## config.mk

```make
export PLATFORM = sky130hd
export DESIGN_NAME = ultrasonic_range_sequencer
export DESIGN_NICKNAME = d
export VERILOG_FILES = /design/src/rtl/ursq_pkg.sv /design/src/rtl/ursq_divider.sv /design/src/rtl/ultrasonic_range_sequencer.sv
export VERILOG_INCLUDE_DIRS = /design/src /design/src/rtl
export SDC_FILE = /design/constraint.sdc
export NUM_CORES = 1
export LEC_CHECK = 0
export ABC_AREA = 0
export BUFFER_PORTS_ARGS = -buffer_cell sky130_fd_sc_hd__buf_4
export CAP_MARGIN = 20
export CORE_MARGIN = 2
export CORE_UTILIZATION = 30
export CTS_BUF_LIST = sky130_fd_sc_hd__clkbuf_2
export DETAILED_ROUTE_END_ITERATION = 12
export PLACE_DENSITY = 0.5
export REMOVE_ABC_BUFFERS = 1
export SETUP_SLACK_MARGIN = 0.15
export SYNTH_ARGS = -nofsm -noshare
export SYNTH_HDL_FRONTEND = slang
export SYNTH_SLANG_ARGS = --single-unit
export TNS_END_PERCENT = 1
```

## constraint.sdc

```tcl
create_clock -name clk -period 6.09 [get_ports clk]
set_input_delay 0.9135 -clock clk [delete_from_list [all_inputs] [get_ports clk]]
set_output_delay 0.9135 -clock clk [all_outputs]
set_load 0.05 [all_outputs]
```

## src/rtl/ultrasonic_range_sequencer_assert.svh

```systemverilog
// Assertion macros shared by the range sequencer RTL.
`ifndef ULTRASONIC_RANGE_SEQUENCER_ASSERT_SVH
`define ULTRASONIC_RANGE_SEQUENCER_ASSERT_SVH

// Same-cycle implication, disabled while reset is asserted.
`define URS_ASSERT_IMP(lbl, ck, rn, ante, cons) \
	lbl: assert property (@(posedge ck) disable iff (!(rn)) (ante) |-> (cons)) \
		else $error("range sequencer check failed");

// Next-cycle implication, disabled while reset is asserted.
`define URS_ASSERT_NXT(lbl, ck, rn, ante, cons) \
	lbl: assert property (@(posedge ck) disable iff (!(rn)) (ante) |=> (cons)) \
		else $error("range sequencer check failed");

`endif

```

## src/rtl/ursq_pkg.sv

```systemverilog
// Shared types, codes and constants of the ultrasonic range sequencer.
package ursq_pkg;

	localparam int WAIT_W    = 20;
	localparam int DIVISOR_W = 10;
	localparam int TRIG_W    = 8;
	localparam int DIST_W    = 24;
	localparam int STATUS_W  = 2;
	localparam int CFG_IDX_W = 3;
	localparam int CFG_DATA_W = 20;
	localparam int IN_DATA_W  = 8;
	localparam int OUT_DATA_W = 80;

	// measurement phases
	localparam logic [2:0] PH_IDLE   = 3'd0;
	localparam logic [2:0] PH_TRIG   = 3'd1;
	localparam logic [2:0] PH_WAIT   = 3'd2;
	localparam logic [2:0] PH_HIGH   = 3'd3;
	localparam logic [2:0] PH_SETTLE = 3'd4;

	// sequencer states
	localparam logic [1:0] ST_IDLE     = 2'd0;
	localparam logic [1:0] ST_DIV_CM   = 2'd1;
	localparam logic [1:0] ST_DIV_INCH = 2'd2;

	// status codes
	localparam logic [STATUS_W-1:0] STAT_NONE    = 2'd0;
	localparam logic [STATUS_W-1:0] STAT_IN      = 2'd1;
	localparam logic [STATUS_W-1:0] STAT_OUT     = 2'd2;
	localparam logic [STATUS_W-1:0] STAT_TIMEOUT = 2'd3;

	// register indexes
	localparam logic [CFG_IDX_W-1:0] REG_ECHO_WAIT = 3'd0;
	localparam logic [CFG_IDX_W-1:0] REG_CM_DIV    = 3'd1;
	localparam logic [CFG_IDX_W-1:0] REG_INCH_DIV  = 3'd2;
	localparam logic [CFG_IDX_W-1:0] REG_MAX_PULSE = 3'd3;
	localparam logic [CFG_IDX_W-1:0] REG_SETTLE    = 3'd4;
	localparam logic [CFG_IDX_W-1:0] REG_TRIG      = 3'd5;

	// register reset values
	localparam logic [WAIT_W-1:0]    RST_ECHO_WAIT = 20'd30000;
	localparam logic [DIVISOR_W-1:0] RST_CM_DIV    = 10'd58;
	localparam logic [DIVISOR_W-1:0] RST_INCH_DIV  = 10'd148;
	localparam logic [WAIT_W-1:0]    RST_MAX_PULSE = 20'd23200;
	localparam logic [WAIT_W-1:0]    RST_SETTLE    = 20'd60000;
	localparam logic [TRIG_W-1:0]    RST_TRIG      = 8'd10;

	localparam logic [WAIT_W-1:0] MASK20 = 20'hFFFFF;
	localparam logic [DIST_W-1:0] MASK24 = 24'hFFFFFF;

	typedef struct packed {
		logic                 start;
		logic [DIVISOR_W-1:0] divisor;
	} div_ctrl_t;

	typedef struct packed {
		logic busy;
		logic done;
	} div_stat_t;

endpackage

```

## src/rtl/ursq_divider.sv

```systemverilog
// Restoring serial divider, one quotient bit per cycle.
`include "ultrasonic_range_sequencer_assert.svh"

module ursq_divider import ursq_pkg::*; #(
	parameter int DW = 24
) (
	input  logic          clk,
	input  logic          arst_n,
	input  div_ctrl_t     ctrl,
	input  logic [DW-1:0] dividend,
	output div_stat_t     stat,
	output logic [DW-1:0] quotient
);

	localparam int CNT_W = $clog2(DW + 1);

	logic [DW-1:0]        work_q;
	logic [DIVISOR_W-1:0] rem_q;
	logic [DIVISOR_W-1:0] dvs_q;
	logic [CNT_W-1:0]     cnt_q;
	logic                 busy_q;
	logic                 done_q;

	logic [DIVISOR_W:0]   trial;
	logic [DIVISOR_W:0]   diff;
	logic                 fits;

	assign trial = {rem_q, work_q[DW-1]};
	assign fits  = trial >= {1'b0, dvs_q};
	assign diff  = trial - {1'b0, dvs_q};

	always_ff @(posedge clk or negedge arst_n) begin
		if (!arst_n) begin
			busy_q <= 1'b0;
			done_q <= 1'b0;
			cnt_q  <= '0;
		end else begin
			done_q <= !ctrl.start && busy_q && (cnt_q == CNT_W'(1));
			if (ctrl.start) begin
				busy_q <= 1'b1;
				cnt_q  <= CNT_W'(DW);
			end else if (busy_q) begin
				cnt_q <= cnt_q - 1'b1;
				if (cnt_q == CNT_W'(1))
					busy_q <= 1'b0;
			end
		end
	end

	always_ff @(posedge clk) begin
		if (ctrl.start) begin
			work_q <= dividend;
			rem_q  <= '0;
			dvs_q  <= ctrl.divisor;
		end else if (busy_q) begin
			work_q <= {work_q[DW-2:0], fits};
			rem_q  <= fits ? diff[DIVISOR_W-1:0] : trial[DIVISOR_W-1:0];
		end
	end

	assign stat.busy = busy_q;
	assign stat.done = done_q;
	assign quotient  = work_q;

	`URS_ASSERT_IMP(a_start_idle, clk, arst_n, ctrl.start, !busy_q)
	`URS_ASSERT_IMP(a_cnt_busy, clk, arst_n, busy_q, cnt_q != '0)
	`URS_ASSERT_NXT(a_done_single, clk, arst_n, done_q, !done_q)

endmodule

```

## src/rtl/ultrasonic_range_sequencer.sv

```systemverilog
// Top level: tick sequencer for trigger/echo ranging with a shared serial divider.
//
//   channel   dir  handshake                     payload
//   s_axis    in   s_axis_tvalid/s_axis_tready   s_axis_tdata: one tick word
//   m_axis    out  m_axis_tvalid/m_axis_tready   m_axis_tdata: one result word
//   cfg       in   cfg_valid/cfg_ready           cfg_index, cfg_data
//
// A plain tick loads its result word as it is taken, except the tick on which
// echo falls: it runs the shared divider for the cm and then the inch quotient,
// and its result word is loaded when the inch quotient is done; no tick is
// taken until then. A new tick is taken once the result word of the previous
// one is gone or leaves in the same cycle. Reset is asynchronous and restores
// the register defaults; a stalled m_axis holds off s_axis.
`include "ultrasonic_range_sequencer_assert.svh"

module ultrasonic_range_sequencer import ursq_pkg::*; #(
	parameter int COUNT_WIDTH = 20,
	parameter int FRAC_BITS   = 4
) (
	input  logic                  clk,
	input  logic                  arst_n,
	input  logic                  s_axis_tvalid,
	output logic                  s_axis_tready,
	// [0] start_req, [1] echo_level, [2] settle_after, [7:3] zero
	input  logic [IN_DATA_W-1:0]  s_axis_tdata,
	output logic                  m_axis_tvalid,
	input  logic                  m_axis_tready,
	// [0] trigger_level, [1] busy_res, [2] done_res, [4:3] status,
	// [24:5] echo_width, [48:25] distance_cm, [72:49] distance_inch, [79:73] zero
	output logic [OUT_DATA_W-1:0] m_axis_tdata,
	input  logic                  cfg_valid,
	output logic                  cfg_ready,
	input  logic [CFG_IDX_W-1:0]  cfg_index,
	input  logic [CFG_DATA_W-1:0] cfg_data
);

	localparam int QW     = COUNT_WIDTH + FRAC_BITS;
	localparam int WW     = (COUNT_WIDTH > WAIT_W) ? COUNT_WIDTH : WAIT_W;
	localparam int QSAT_W = (QW > DIST_W) ? QW : DIST_W;

	// configuration
	logic [WAIT_W-1:0]    echo_wait_q, max_pulse_q, settle_ticks_q;
	logic [DIVISOR_W-1:0] cm_div_q, inch_div_q;
	logic [TRIG_W-1:0]    trig_ticks_q;

	// tick state
	logic [2:0]             phase_q;
	logic [WAIT_W-1:0]      timer_q;
	logic [COUNT_WIDTH-1:0] pulse_q;
	logic                   settle_q;
	logic [STATUS_W-1:0]    status_q;
	logic [WAIT_W-1:0]      width_q;
	logic [DIST_W-1:0]      cm_q, inch_q;
	logic                   trig_q, busy_q, done_q;

	// sequencer
	logic [1:0] st_q;
	logic       mvalid_q;
	logic       word_set;

	logic start_req, echo_level, settle_after;
	logic in_acc, out_free;

	logic [2:0]             nx_phase;
	logic [WAIT_W-1:0]      nx_timer, timer_inc;
	logic [COUNT_WIDTH-1:0] nx_pulse;
	logic                   nx_settle;
	logic [STATUS_W-1:0]    nx_status;
	logic [WAIT_W-1:0]      nx_width;
	logic                   t_trig, t_busy, t_done, t_fall;
	logic [2:0]             finish_phase;
	logic [WW-1:0]          pulse_wide;

	div_ctrl_t      div_ctrl;
	div_stat_t      div_stat;
	logic [QW-1:0]  quot;
	logic [QSAT_W-1:0] quot_wide;
	logic           quot_big;

	assign start_req    = s_axis_tdata[0];
	assign echo_level   = s_axis_tdata[1];
	assign settle_after = s_axis_tdata[2];

	assign out_free      = !mvalid_q || m_axis_tready;
	assign s_axis_tready = (st_q == ST_IDLE) && out_free;
	assign in_acc        = s_axis_tvalid && s_axis_tready;
	assign cfg_ready     = 1'b1;

	assign timer_inc    = (timer_q != MASK20) ? timer_q + 1'b1 : timer_q;
	assign finish_phase = (settle_q && settle_ticks_q != '0) ? PH_SETTLE : PH_IDLE;
	assign pulse_wide   = WW'(pulse_q);

	always_comb begin
		nx_phase  = phase_q;
		nx_timer  = timer_q;
		nx_pulse  = pulse_q;
		nx_settle = settle_q;
		nx_status = status_q;
		nx_width  = width_q;
		t_trig    = 1'b0;
		t_busy    = 1'b1;
		t_done    = 1'b0;
		t_fall    = 1'b0;
		unique case (phase_q)
			PH_TRIG: begin
				if (timer_q >= WAIT_W'(trig_ticks_q)) begin
					nx_phase = PH_WAIT;
					nx_timer = '0;
				end else begin
					t_trig   = 1'b1;
					nx_timer = timer_q + 1'b1;
				end
			end
			PH_WAIT: begin
				if (echo_level) begin
					nx_phase = PH_HIGH;
					nx_pulse = COUNT_WIDTH'(1);
				end else begin
					nx_timer = timer_inc;
					if (timer_inc >= echo_wait_q) begin
						nx_status = STAT_TIMEOUT;
						t_done    = 1'b1;
						nx_timer  = '0;
						nx_phase  = finish_phase;
					end
				end
			end
			PH_HIGH: begin
				if (echo_level) begin
					if (pulse_q != '1)
						nx_pulse = pulse_q + 1'b1;
				end else begin
					nx_width  = (pulse_wide > WW'(MASK20)) ? MASK20 : pulse_wide[WAIT_W-1:0];
					nx_status = (pulse_wide > WW'(max_pulse_q)) ? STAT_OUT : STAT_IN;
					t_done    = 1'b1;
					t_fall    = 1'b1;
					nx_timer  = '0;
					nx_phase  = finish_phase;
				end
			end
			PH_SETTLE: begin
				nx_timer = timer_inc;
				if (timer_inc >= settle_ticks_q) begin
					nx_phase = PH_IDLE;
					nx_timer = '0;
				end
			end
			default: begin
				nx_phase = PH_IDLE;
				if (start_req) begin
					nx_phase  = PH_TRIG;
					nx_settle = settle_after;
					t_trig    = 1'b1;
					nx_timer  = WAIT_W'(1);
					nx_pulse  = '0;
				end else begin
					t_busy = 1'b0;
				end
			end
		endcase
	end

	// cm quotient starts on the falling-echo tick, inch right after cm is done
	always_comb begin
		div_ctrl.start   = 1'b0;
		div_ctrl.divisor = cm_div_q;
		if (in_acc && t_fall) begin
			div_ctrl.start = 1'b1;
		end else if (st_q == ST_DIV_CM && div_stat.done) begin
			div_ctrl.start   = 1'b1;
			div_ctrl.divisor = inch_div_q;
		end
	end

	assign quot_wide = QSAT_W'(quot);
	assign quot_big  = quot_wide > QSAT_W'(MASK24);

	ursq_divider #(
		.DW(QW)
	) u_div (
		.clk      (clk),
		.arst_n   (arst_n),
		.ctrl     (div_ctrl),
		.dividend (QW'(pulse_q) << FRAC_BITS),
		.stat     (div_stat),
		.quotient (quot)
	);

	always_ff @(posedge clk or negedge arst_n) begin
		if (!arst_n) begin
			echo_wait_q    <= RST_ECHO_WAIT;
			cm_div_q       <= RST_CM_DIV;
			inch_div_q     <= RST_INCH_DIV;
			max_pulse_q    <= RST_MAX_PULSE;
			settle_ticks_q <= RST_SETTLE;
			trig_ticks_q   <= RST_TRIG;
		end else if (cfg_valid && cfg_ready) begin
			unique case (cfg_index)
				REG_ECHO_WAIT: echo_wait_q    <= cfg_data[WAIT_W-1:0];
				REG_CM_DIV:    cm_div_q       <= cfg_data[DIVISOR_W-1:0];
				REG_INCH_DIV:  inch_div_q     <= cfg_data[DIVISOR_W-1:0];
				REG_MAX_PULSE: max_pulse_q    <= cfg_data[WAIT_W-1:0];
				REG_SETTLE:    settle_ticks_q <= cfg_data[WAIT_W-1:0];
				REG_TRIG:      trig_ticks_q   <= cfg_data[TRIG_W-1:0];
				default: ;
			endcase
		end
	end

	always_ff @(posedge clk or negedge arst_n) begin
		if (!arst_n) begin
			phase_q  <= PH_IDLE;
			timer_q  <= '0;
			pulse_q  <= '0;
			settle_q <= 1'b0;
			status_q <= STAT_NONE;
			width_q  <= '0;
			cm_q     <= '0;
			inch_q   <= '0;
			trig_q   <= 1'b0;
			busy_q   <= 1'b0;
			done_q   <= 1'b0;
			st_q     <= ST_IDLE;
		end else begin
			unique case (st_q)
				ST_DIV_CM: begin
					if (div_stat.done) begin
						cm_q <= (cm_div_q == '0 || quot_big) ? MASK24 : quot_wide[DIST_W-1:0];
						st_q <= ST_DIV_INCH;
					end
				end
				ST_DIV_INCH: begin
					if (div_stat.done) begin
						inch_q   <= (inch_div_q == '0 || quot_big) ? MASK24
						            : quot_wide[DIST_W-1:0];
						st_q     <= ST_IDLE;
					end
				end
				default: begin
					if (in_acc) begin
						phase_q  <= nx_phase;
						timer_q  <= nx_timer;
						pulse_q  <= nx_pulse;
						settle_q <= nx_settle;
						status_q <= nx_status;
						width_q  <= nx_width;
						trig_q   <= t_trig;
						busy_q   <= t_busy;
						done_q   <= t_done;
						if (t_fall)
							st_q <= ST_DIV_CM;
					end
				end
			endcase
		end
	end

	// result word is loaded by a plain tick or by the end of the inch quotient
	assign word_set = (in_acc && !t_fall) || (st_q == ST_DIV_INCH && div_stat.done);

	always_ff @(posedge clk or negedge arst_n) begin
		if (!arst_n)
			mvalid_q <= 1'b0;
		else if (word_set)
			mvalid_q <= 1'b1;
		else if (m_axis_tready)
			mvalid_q <= 1'b0;
	end

	assign m_axis_tvalid = mvalid_q;
	assign m_axis_tdata  = {7'b0, inch_q, cm_q, width_q, status_q, done_q, busy_q, trig_q};

	`URS_ASSERT_IMP(a_no_take_in_div, clk, arst_n, st_q != ST_IDLE, !s_axis_tready)
	`URS_ASSERT_NXT(a_cm_then_inch, clk, arst_n, st_q == ST_DIV_CM && div_stat.done,
		st_q == ST_DIV_INCH)
	`URS_ASSERT_NXT(a_word_held, clk, arst_n, m_axis_tvalid && !m_axis_tready,
		m_axis_tvalid && $stable(m_axis_tdata))

endmodule

```

==> results.md <==
* Status: finished, final reports clean
* Final nets at around 1.5k
* Setup violators final at 0
* Unrepaired setup endpoints after global routing: no
* Port buffer count at 105
* Die Area at 0.0457 mm^2
* Vias in the first global route at roughly 10k
* Routed vias at roughly 10k
* Synthesis-stage register bit count at 259
* Post-Syn Area at 0.0132 mm^2
* First-pass GRT wire length at 54600 um
* Reg power frac at around 54%
* Crit-path cells: ha_1 -> nand3_1 -> nor2_1 -> and2_1 -> nand2_1 -> or3_1 -> nand2_1 -> ha_1 -> nand2_1 -> nor4_1 -> o2111ai_1 -> a32o_1 -> nand2_1 -> or3b_1 -> or4b_1 -> o211ai_1
* CTS Hold Bufs at 0
* Main synth FF type: dfrtp_1
* Synth warnings at 0
* DR iter-0 viols at between 500 and 600
* Post-CTS setup buffers at 0
* Placed cell count at 1906
* Drt total wl at around 34000 um
* Grt ovf at 0
* Largest net degree at the start of global routing at 119
* Core outline area at 0.0433 mm^2
* Critical path fanouts, max at 17
* I/O pin total at between 100 and 150
* CP arrival at ~6 ns
* Fin crit share at 83.1%
* Total CTS buffers at 74
* Worst hold path type: in2async
* Sw Ratio at 29.1%
* Leak Pwr at roughly 7.3 nW
* Max-cap viol count at 0
* Slew HR at a little over a quarter
* Clock Skew at 0.0787 ns
* Overall power at 3.65 mW
* CTS H-tree lvls at 3
* Root Buffer: clkbuf_2
* DRT Pass-1 Iters at 5
* CP Class: reg2reg
* Clock transition at path regs at approximately 0.11 ns
* CTS-repair resized insts at 0
* CP most frequent cell: nand2_1
* Slew of the pin with the lowest slew margin at 1.07 ns
* Tot GR Track Use at 15.2%
* WL per Instance at roughly 16 um
* Initial antenna violation count at 2
* Crit-path slowest cell: or3_1
* Max incr delay on CP at approximately 0.69 ns
* Hpwl dp at 24200 um
* Highest Signal Layer: met4
* Die width at roughly 210 um
* Remaining antenna violation count at 0
* Comb power frac at 10.5%
* Sequential-to-total area share from yosys stat at 50.0%
* GPL Wtd Cong at around 0.81
* Synth cell types at 67
* Residual DRC at 0
* Initial Util at 30.5%
* Avg Synthesized Cell Area at around 10 um^2
* Vias per cell at 4.81
* Wl on met1 at between 15000 and 20000 um
* CTS tree: built
* CTS Sinks at 259
* Post-synth EDFFs at 30
* Maximum clock insertion buffer count at 3
* Max-slew violations at 0
* Peak VDD IR at 0.0779 mV
* Non-filler cells, final at 2046
* Tmin final at ~5 ns
* Latest clock arrival within the worst-skew pair at about 0.9 ns
* Cell-internal power at 2.59 mW
* Final setup TNS at 0 ns
* PwrDens at between 200 and 250 mW/mm^2
* Met3 Routed Length at 1780 um
* Clk pwr share at 35.5%
* Asr flop ratio synth at 83.0%
* Met2 Routed Length at 15800 um
* CP startpoint kind: flip-flop
* Area grow syn2layout at 16.0%
* Height of the chip at 214 um
* Sw power at 1.06 mW
* Setup crit end kind: flip-flop
* Final Hold Violating Endpoints at 0
* WP data required at 6.88 ns
* Max Fclk at just under 200 MHz
* FP Rows at 76
* Mapped Cells at about 1.3k
* Layout cells sized above 1 at 24.9%
placed cells by master (no fill, tap or decap), types with 7 or more instances in the layout:
| master | n |
|---|---|
| and2_1 | 7 |
| dfxtp_1 | 14 |
| inv_1 | 91 |
| nor4_1 | 15 |
| a21o_1 | 19 |
| clkbuf_2 | 107 |
| a21oi_1 | 43 |
| xnor2_1 | 25 |
| conb_1 | 8 |
| nand4_1 | 14 |
| ha_1 | 85 |
| nand2b_1 | 11 |
| edfxtp_1 | 30 |
| buf_4 | 118 |
| nor2b_1 | 11 |
| o21ai_0 | 90 |
| nor3_1 | 15 |
| a211oi_1 | 8 |
| nand3_1 | 47 |
| clkinv_1 | 18 |
| a22o_1 | 12 |
| dfstp_2 | 29 |
| and3_1 | 9 |
| o31ai_1 | 8 |
| mux2i_1 | 12 |
| mux2_2 | 83 |
| xor2_1 | 9 |
| nor2_1 | 66 |
| or3_1 | 10 |
| nand2_1 | 132 |
| o22a_1 | 48 |
| dfrtp_1 | 186 |
metrics by stage:
step | instance area [um^2] | hold slack [ns] | util (%) | setup slack [ns]
2_1_floorplan | 12900 | 0.479 | - | 1.80
3_3_place_gp | 14600 | 0.469 | 33.7 | 1.11
3_5_place_dp | 14600 | 0.477 | 33.7 | 1.04
4_1_cts | 15300 | 0.0362 | 35.3 | 1.01
5_1_grt | 15300 | 0.0770 | 35.4 | 0.601
6_report | 15300 | 0.0879 | 35.4 | 1.03
kinds of logic after synthesis:
family / count (synthesis) / share of synthesized area (%)
buf+inv: 154 / 4.82
simple gates: 358 / 12.9
xor+xnor: 34 / 2.26
compound gates: 271 / 13.8
flops: 259 / 50.0
fa+ha+maj: 86 / 8.21
mux: 95 / 7.99
other cells: 2 / 0.0569
metal layers:
layer	up-vias	track usage [%]
met1	4778	20.1
met3	49	3.75
met2	213	24.3
met5	-	0
met4	0	5.29
li1	4803	-
Yosys cell counts (3+ instances only):
cell,number,share of area [%]
a211oi_1,8,0.45
a21o_1,19,1.1
a21oi_1,43,1.6
a22o_1,12,0.80
and2_1,7,0.33
and3_1,9,0.43
buf_1,4,0.11
buf_4,11,0.63
clkbuf_1,44,1.3
dfrtp_1,186,35
dfstp_2,29,5.8
dfxtp_1,14,2.1
edfxtp_1,30,6.8
ha_1,85,8.1
inv_1,91,2.6
mux2_2,83,7.1
mux2i_1,12,0.91
nand2_1,132,3.8
nand2b_1,11,0.52
nand3_1,47,1.8
nand4_1,14,0.66
nor2_1,68,1.9
nor2b_1,11,0.52
nor3_1,16,0.61
nor3b_1,4,0.23
nor4_1,15,0.71
o2111ai_1,3,0.20
o211ai_1,4,0.23
o21a_1,6,0.34
o21ai_0,90,3.4
o21bai_1,6,0.34
o22a_1,48,3.2
o2bb2ai_1,3,0.20
o31ai_1,8,0.45
o41ai_1,4,0.27
or3_1,10,0.47
or4_1,4,0.23
xnor2_1,25,1.7
xor2_1,9,0.60
critical path, delay by kind of cell, from the launching register on:
family                     cells  cell delay, ns
and+or+nand+nor               11            3.41
AOI/OAI and AO/OA              3            0.67
adders and majority gates      2            0.43
DFF                            1            0.48
final timing paths:
kind                                                        to  slack, ns  depth (start not counted)                   start
worst max-delay path                    phase_q[1]$_DFFE_PN0P_       1.03                         16  timer_q[0]$_DFFE_PN0P_
max in group asynchronous          trig_ticks_q[5]$_DFFE_PN0P_       4.68                          2                  arst_n
worst max register to register          phase_q[1]$_DFFE_PN0P_       1.03                         16  timer_q[0]$_DFFE_PN0P_
worst min-delay path                    inch_q[15]$_DFFE_PN0P_       0.09                          1                  arst_n
worst min register to register              busy_q$_DFFE_PN0P_       0.50                          1      busy_q$_DFFE_PN0P_
min in group clk                settle_ticks_q[19]$_DFFE_PN0P_       0.27                          3            cfg_data[19]
area by class of cell:
type                       count  area, um^2
fill                        4437       27900
sequential                   259        6600
multi-input combinational    852        6020
timing repair buffer         120         926
tap                          585         732
clock buffer                 107         536
inverter                      91         342
clock inverter                30         160
antenna                        2        5.00
power by group through the flow:
stage / clock network (mW) / registers, mW / logic (mW)
after floorplan: 0 / 1.98 / 0.261
after global placement: 0 / 2.00 / 0.379
after detailed placement: 0 / 2.01 / 0.393
after CTS: 1.37 / 1.97 / 0.395
after global routing: 1.47 / 1.99 / 0.447
final: 1.30 / 1.97 / 0.384
flip-flops by register name, summed over array words and instances (netlist names), 3 cells and up:
name            count
u_div.quotient     24
settle_ticks_q     20
u_div.rem_q        10
timer_q            20
inch_div_q         10
cm_div_q           10
u_div.cnt_q         5
echo_wait_q        20
cm_q               24
max_pulse_q        20
trig_ticks_q        8
inch_q             24
pulse_q            20
phase_q             3
u_div.dvs_q        10
width_q            20
Power figures use the tool's default switching activity.
